===== config.mk =====
export PLATFORM = sky130hd
export DESIGN_NAME = tlv_stream_deframer_top
export DESIGN_NICKNAME = d
export VERILOG_FILES = /design/src/hw/rtl/tlvd_pkg.sv /design/src/hw/rtl/tlvd_parse.sv /design/src/hw/rtl/tlv_stream_deframer_top.sv
export SDC_FILE = /design/constraint.sdc
export NUM_CORES = 1
export LEC_CHECK = 0
export ABC_AREA = 1
export BUFFER_PORTS_ARGS = -buffer_cell sky130_fd_sc_hd__clkbuf_2
export CAP_MARGIN = 20
export CORE_UTILIZATION = 41
export CTS_CLUSTER_DIAMETER = 150
export CTS_CLUSTER_SIZE = 10
export DETAILED_ROUTE_END_ITERATION = 7
export RECOVER_POWER = 25
export SETUP_SLACK_MARGIN = 0.4
export SYNTH_ARGS = -nofsm -noshare
export SYNTH_HDL_FRONTEND = slang
export SYNTH_SLANG_ARGS = --single-unit

===== constraint.sdc =====
create_clock -name clk -period 5.6 [get_ports clk]
set_input_delay 1.4 -clock clk [delete_from_list [all_inputs] [get_ports clk]]
set_output_delay 1.4 -clock clk [all_outputs]
set_load 0.01 [all_outputs]

===== src/hw/rtl/tlvd_pkg.sv =====
// ----------------------------------------------------------------------------
// TLV deframer package
// Parse phases and the result word layout shared by the deframer modules.
// ----------------------------------------------------------------------------
package tlvd_pkg;

	localparam int unsigned TypeW = 16;
	localparam int unsigned ByteW = 8;
	localparam int unsigned LenW  = 16;

	typedef enum logic [2:0] {
		PH_TYPE_LO = 3'd0,
		PH_TYPE_HI = 3'd1,
		PH_LEN_LO  = 3'd2,
		PH_LEN_HI  = 3'd3,
		PH_VALUE   = 3'd4
	} tlvd_phase_t;

	typedef struct packed {
		logic [TypeW-1:0] item_type;
		logic [ByteW-1:0] value_byte;
		logic             is_first;
		logic             is_last;
		logic             is_empty;
		logic             truncated;
	} tlvd_result_t;

endpackage


===== src/hw/rtl/tlvd_parse.sv =====
// ----------------------------------------------------------------------------
// TLV deframer parser
// Header/value phase tracking and result formation, one byte per step.
// ----------------------------------------------------------------------------
module tlvd_parse
	import tlvd_pkg::*;
(
	input  logic                clk,
	input  logic                arst_n,
	input  logic                step,
	input  logic [ByteW-1:0]    data_byte,
	input  logic                end_of_payload,
	output logic                res_valid,
	output tlvd_result_t        res
);

	tlvd_phase_t      phase_q, phase_d;
	logic [TypeW-1:0] type_q, type_d;
	logic [ByteW-1:0] len_lo_q, len_lo_d;
	logic [LenW-1:0]  rem_q, rem_d;
	logic             first_q, first_d;
	logic [LenW-1:0]  len_full;
	logic [LenW-1:0]  rem_dec;

	assign len_full = {data_byte, len_lo_q};
	assign rem_dec  = rem_q - LenW'(1);

	// next state
	always_comb begin
		phase_d  = phase_q;
		type_d   = type_q;
		len_lo_d = len_lo_q;
		rem_d    = rem_q;
		first_d  = first_q;
		unique case (phase_q)
			PH_TYPE_HI: begin
				type_d  = {data_byte, type_q[ByteW-1:0]};
				phase_d = PH_LEN_LO;
			end
			PH_LEN_LO: begin
				len_lo_d = data_byte;
				phase_d  = PH_LEN_HI;
			end
			PH_LEN_HI: begin
				if (len_full == '0) begin
					phase_d = PH_TYPE_LO;
				end else begin
					rem_d   = len_full;
					first_d = 1'b1;
					phase_d = PH_VALUE;
				end
			end
			PH_VALUE: begin
				first_d = 1'b0;
				rem_d   = rem_dec;
				if (rem_dec == '0) begin
					phase_d = PH_TYPE_LO;
				end
			end
			default: begin
				type_d  = {type_q[TypeW-1:ByteW], data_byte};
				phase_d = PH_TYPE_HI;
			end
		endcase
		if (end_of_payload) begin
			phase_d = PH_TYPE_LO;
			first_d = 1'b1;
			rem_d   = '0;
		end
	end

	// result
	always_comb begin
		res_valid      = 1'b0;
		res.item_type  = type_q;
		res.value_byte = data_byte;
		res.is_first   = first_q;
		res.is_last    = 1'b0;
		res.is_empty   = 1'b0;
		res.truncated  = 1'b0;
		unique case (phase_q)
			PH_LEN_HI: begin
				res_valid      = (len_full == '0);
				res.value_byte = '0;
				res.is_first   = 1'b0;
				res.is_empty   = 1'b1;
			end
			PH_VALUE: begin
				res_valid     = 1'b1;
				res.is_last   = (rem_dec == '0);
				res.truncated = (rem_dec != '0) && end_of_payload;
			end
			default: begin
				res_valid = 1'b0;
			end
		endcase
	end

	always_ff @(posedge clk or negedge arst_n) begin
		if (!arst_n) begin
			phase_q  <= PH_TYPE_LO;
			type_q   <= '0;
			len_lo_q <= '0;
			rem_q    <= '0;
			first_q  <= 1'b1;
		end else if (step) begin
			phase_q  <= phase_d;
			type_q   <= type_d;
			len_lo_q <= len_lo_d;
			rem_q    <= rem_d;
			first_q  <= first_d;
		end
	end

endmodule


===== src/hw/rtl/tlv_stream_deframer_top.sv =====
// ----------------------------------------------------------------------------
// TLV stream deframer
// Splits a byte stream of type/length/value items into value words tagged
// with the item type and first/last/empty/truncated marks.
// ----------------------------------------------------------------------------
//  channel | dir | tdata                          | tuser                   | tlast
//  s_*     | in  | [7:0] data_byte                | -                       | end_of_payload
//  m_*     | out | [15:0] item_type [23:16] value | [0] first [1] empty [2] trunc | is_last
//
// One word per cycle while the output does not stall; a word passes the input register,
// then the result register. Only an empty item's length-high byte gives a header result.
// Reset clears both stage valids and the parse state to a header start.
// A stalled result holds the result register; the input register still takes
// a word when empty and stalls only when both stages are full.
// ----------------------------------------------------------------------------
module tlv_stream_deframer_top
	import tlvd_pkg::*;
(
	input  logic        clk,
	input  logic        arst_n,
	input  logic        s_tvalid,
	output logic        s_tready,
	input  logic [7:0]  s_tdata,   // [7:0] data_byte
	input  logic        s_tlast,
	output logic        m_tvalid,
	input  logic        m_tready,
	output logic [23:0] m_tdata,   // [15:0] item_type, [23:16] value_byte
	output logic [2:0]  m_tuser,   // [0] is_first, [1] is_empty, [2] truncated
	output logic        m_tlast
);

	logic             v_s1;
	logic [ByteW-1:0] data_s1;
	logic             eop_s1;
	logic             out_v_q;
	tlvd_result_t     res_q;
	logic             adv;
	logic             step;
	logic             res_valid;
	tlvd_result_t     res;

	assign adv      = !out_v_q || m_tready;
	assign step     = v_s1 && adv;
	assign s_tready = !v_s1 || adv;

	tlvd_parse u_parse (
		.clk            (clk),
		.arst_n         (arst_n),
		.step           (step),
		.data_byte      (data_s1),
		.end_of_payload (eop_s1),
		.res_valid      (res_valid),
		.res            (res)
	);

	always_ff @(posedge clk or negedge arst_n) begin
		if (!arst_n) begin
			v_s1 <= 1'b0;
		end else if (s_tready) begin
			v_s1 <= s_tvalid;
		end
	end

	always_ff @(posedge clk) begin
		if (s_tready && s_tvalid) begin
			data_s1 <= s_tdata;
			eop_s1  <= s_tlast;
		end
	end

	always_ff @(posedge clk or negedge arst_n) begin
		if (!arst_n) begin
			out_v_q <= 1'b0;
		end else if (adv) begin
			out_v_q <= step && res_valid;
		end
	end

	always_ff @(posedge clk) begin
		if (step && res_valid) begin
			res_q <= res;
		end
	end

	assign m_tvalid = out_v_q;
	assign m_tdata  = {res_q.value_byte, res_q.item_type};
	assign m_tuser  = {res_q.truncated, res_q.is_empty, res_q.is_first};
	assign m_tlast  = res_q.is_last;

endmodule


==> run_results.csv <==
group,metric,value,unit
outcome,run_status,"finished, violations left",
pwr,ir_drop,0.000192,V
floorplan,die_h,99.0,um
critical_path,cpPeakStageDelay,1.79,ns
yosys,synthCells,421,
floorplan,die_w,99.0,um
clock_network,ctsHoldBuffers,0,
pwr,power.leakage,0.00203,uW
yosys,ys_warn_count,0,
clock_network,clock_tree.buffer_depth,2,
sta,hold_viol,0,
global_routing,met2_usage,0.272,
critical_path,cp_slowest_cell,"clkbuf_1",
sta,worst_pin_slew,2.54,ns
global_routing,grt_antenna_before_repair,0,
pwr,p_int,1140,uW
global_routing,grt_max_degree,47,
cells_and_area,area_delta_synth_final,12.9,%
sta,fin_crit_sh,0.601,
critical_path,critPathMaxFanout,46,
sta,skew,0.00813,ns
placement,place_hpwl,5620,um
drt,wirelength,7960,um
yosys,synth-seq-cells,83,
drt,dr.first_iter.drc_count,127,
global_routing,global_route.peak_usage_layer,"met2",
cells_and_area,drive_gt1_frac,0.189,
clock_network,post-cts-setup-buffer-count,0,
yosys,ys_types,32,
pwr,seqPwrFrac,0.474,
clock_network,cts.sinks,83,
sta,relSlewSlack,-0.691,
pwr,power_density,407,nW/um^2
worst_hold_path,hold_class,"flip-flop to flip-flop",
yosys,syn_nets,436,
sta,setup_viol,0,
floorplan,fp.coreArea,9150,um^2
placement,gp_congestion,0.874,
outcome,violations,"design-rule violations, max-capacitance violations, max-slew violations",
pwr,swShare,0.359,
pwr,p_sw,635,uW
global_routing,overflow,0,
global_routing,grt_usage,0.178,
critical_path,critical_path_class,"primary input to async pin",
clock_network,cts_resized,0,
drt,vias_per_cell,4.90,
drt,first_pass_iters,8,
global_routing,grt_pass1_wl,13400,um
yosys,synth_area,3850,um^2
sta,tns,0,ns
placement,place_inst,566,
cells_and_area,utilization,0.475,
drt,wl_per_cell,13.7,um
sta,timing.final.crit_period,3.37,ns
clock_network,clk_pin_slew,0.09,ns
drt,drcViolationCount,3,
cells_and_area,final_common_cell,"nand2_1",
critical_path,cp.arrival,3.29,ns
sta,maxSlewViolCount,47,
cells_and_area,final_cell_mix,"129 x nand2_1, 46 x inv_1, 45 x dfrtp_1, 42 x clkbuf_2, 41 x o21ai_0",
cells_and_area,final_nets,481,
cells_and_area,nFillCells,854,
floorplan,initial_core_util,0.421,
floorplan,pin_count,43,
clock_network,clk_latency,0.35,ns
critical_path,crit_required,5.53,ns
yosys,synth_area_per_cell,9.16,um^2
drt,vias,2851,
floorplan,rows,35,
clock_network,cts_root_buffer,"clkbuf_8",
critical_path,start_kind,"primary input",
global_routing,grt_pass1_vias,2677,
pwr,pwr-share-comb,0.280,
global_routing,grtUsageMet1,0.261,
floorplan,die-area,9790,um^2
sta,fmax,297,MHz
critical_path,cp_cell_sequence,"clkbuf_2 > clkbuf_1",
yosys,seq_area_frac_synth,0.587,
clock_network,htreeDepth,3,
clock_network,cts_tree,"yes",
global_routing,grt_use_met3,0.0255,
critical_path,critPathTopFamily,"buffers and inverters",
cells_and_area,instances_no_fill,582,
drt,ant_nets,0,
sta,grt_setup_unrepaired,"no",
run,max_cap_violations,1,
pwr,power.share.clock,0.245,
critical_path,crit_path_end_kind,"async pin",
critical_path,cp_num_buf_inv,2,
placement,numPortBuffers,42,
cells_and_area,antenna_cells,0,
clock_network,cts-buffers-inserted,9,
## final cells by class
cell class | count | area, um^2 | area share
sequential | 83 | 2260 | 0.520
clock inverter | 7 | 75.1 | 0.0173
timing repair buffer | 44 | 221 | 0.0509
clock buffer | 9 | 124 | 0.0285
tap | 111 | 139 | 0.0319
multi-input combinational | 278 | 1340 | 0.308
inverter | 50 | 188 | 0.0431
## routing by layer
metal  vias up  part of all wire
li1       1446                 -
met5         -                 0
met4         0             0.010
met1      1332              0.50
met2        64              0.45
met3         9             0.037
## flip-flops by register name (all words and copies together) (netlist names)
register	flops
m_tvalid	1
data_s1	8
u_parse.len_lo_q	8
u_parse.first_q	1
m_tuser	3
u_parse.rem_q	16
eop_s1	1
v_s1	1
u_parse.type_q	16
m_tlast	1
u_parse.phase_q	3
m_tdata	24
## per-stage QoR
stage	instance area [um^2]	worst slack (ns)	total power, uW	hold slack, ns
after floorplan	3850	2.10	1230	0.419
after global placement	4160	2.35	1340	0.431
after detailed placement	4160	2.34	1350	0.433
after CTS	4360	2.34	1780	0.453
after global routing	4350	1.67	1900	0.462
final	4350	2.23	1770	0.448
## cell usage after synthesis
cell	n	share of area
buf_6	3	0.0088
nor3_4	1	0.0042
nor3_1	4	0.0052
ha_1	2	0.0065
nand3_2	2	0.0052
inv_2	4	0.0039
nor2_8	1	0.0052
nand2_1	129	0.13
nor4_2	1	0.0032
inv_1	46	0.045
edfxtp_1	37	0.29
nand3_1	25	0.032
a21oi_1	5	0.0065
nand2_2	5	0.0081
xor2_1	2	0.0045
buf_1	1	0.00097
nand2_4	1	0.0029
nand3_4	1	0.0045
nor3_2	1	0.0026
dfstp_2	1	0.0068
nor2_2	7	0.011
a21oi_4	1	0.0042
buf_2	1	0.0013
nand4_1	4	0.0065
nor2_1	31	0.030
dfrtp_1	45	0.29
buf_4	1	0.0019
o21ai_0	41	0.053
clkbuf_1	4	0.0039
nor2_4	3	0.0088
nand4_2	1	0.0032
o21ai_1	10	0.013
## power groups by stage
| stage | clock, uW | combinational, uW | sequential [uW] |
|---|---|---|---|
| floorplan | 0 | 402 | 827 |
| global placement | 0 | 490 | 848 |
| detailed placement | 0 | 498 | 851 |
| CTS | 441 | 500 | 838 |
| global route | 469 | 580 | 856 |
| finish | 435 | 497 | 840 |
## cells by family after synthesis
| group | Yosys count | synth area share |
|---|---|---|
| and+or+nand+nor | 217 | 0.259 |
| DFF | 83 | 0.587 |
| buffers and inverters | 60 | 0.0656 |
| AOI/OAI and AO/OA | 57 | 0.0769 |
| xor gates and xnor gates | 2 | 0.00454 |
| adders and majority gates | 2 | 0.00649 |
## worst paths after layout
path,cells after the start,slack [ns],end,from
setup / recovery,2,2.23,u_parse.rem_q[1],arst_n
hold / removal,0,0.45,m_tdata[0],u_parse.type_q[0]
setup reg to reg,6,3.12,m_tuser[0],u_parse.phase_q[1]
hold reg to reg,0,0.45,m_tdata[0],u_parse.type_q[0]
max in group clk,4,2.34,s_tready,m_tready
min in group asynchronous,2,1.93,u_parse.rem_q[12],arst_n
Note: power is estimated with default switching activity, not from simulation.
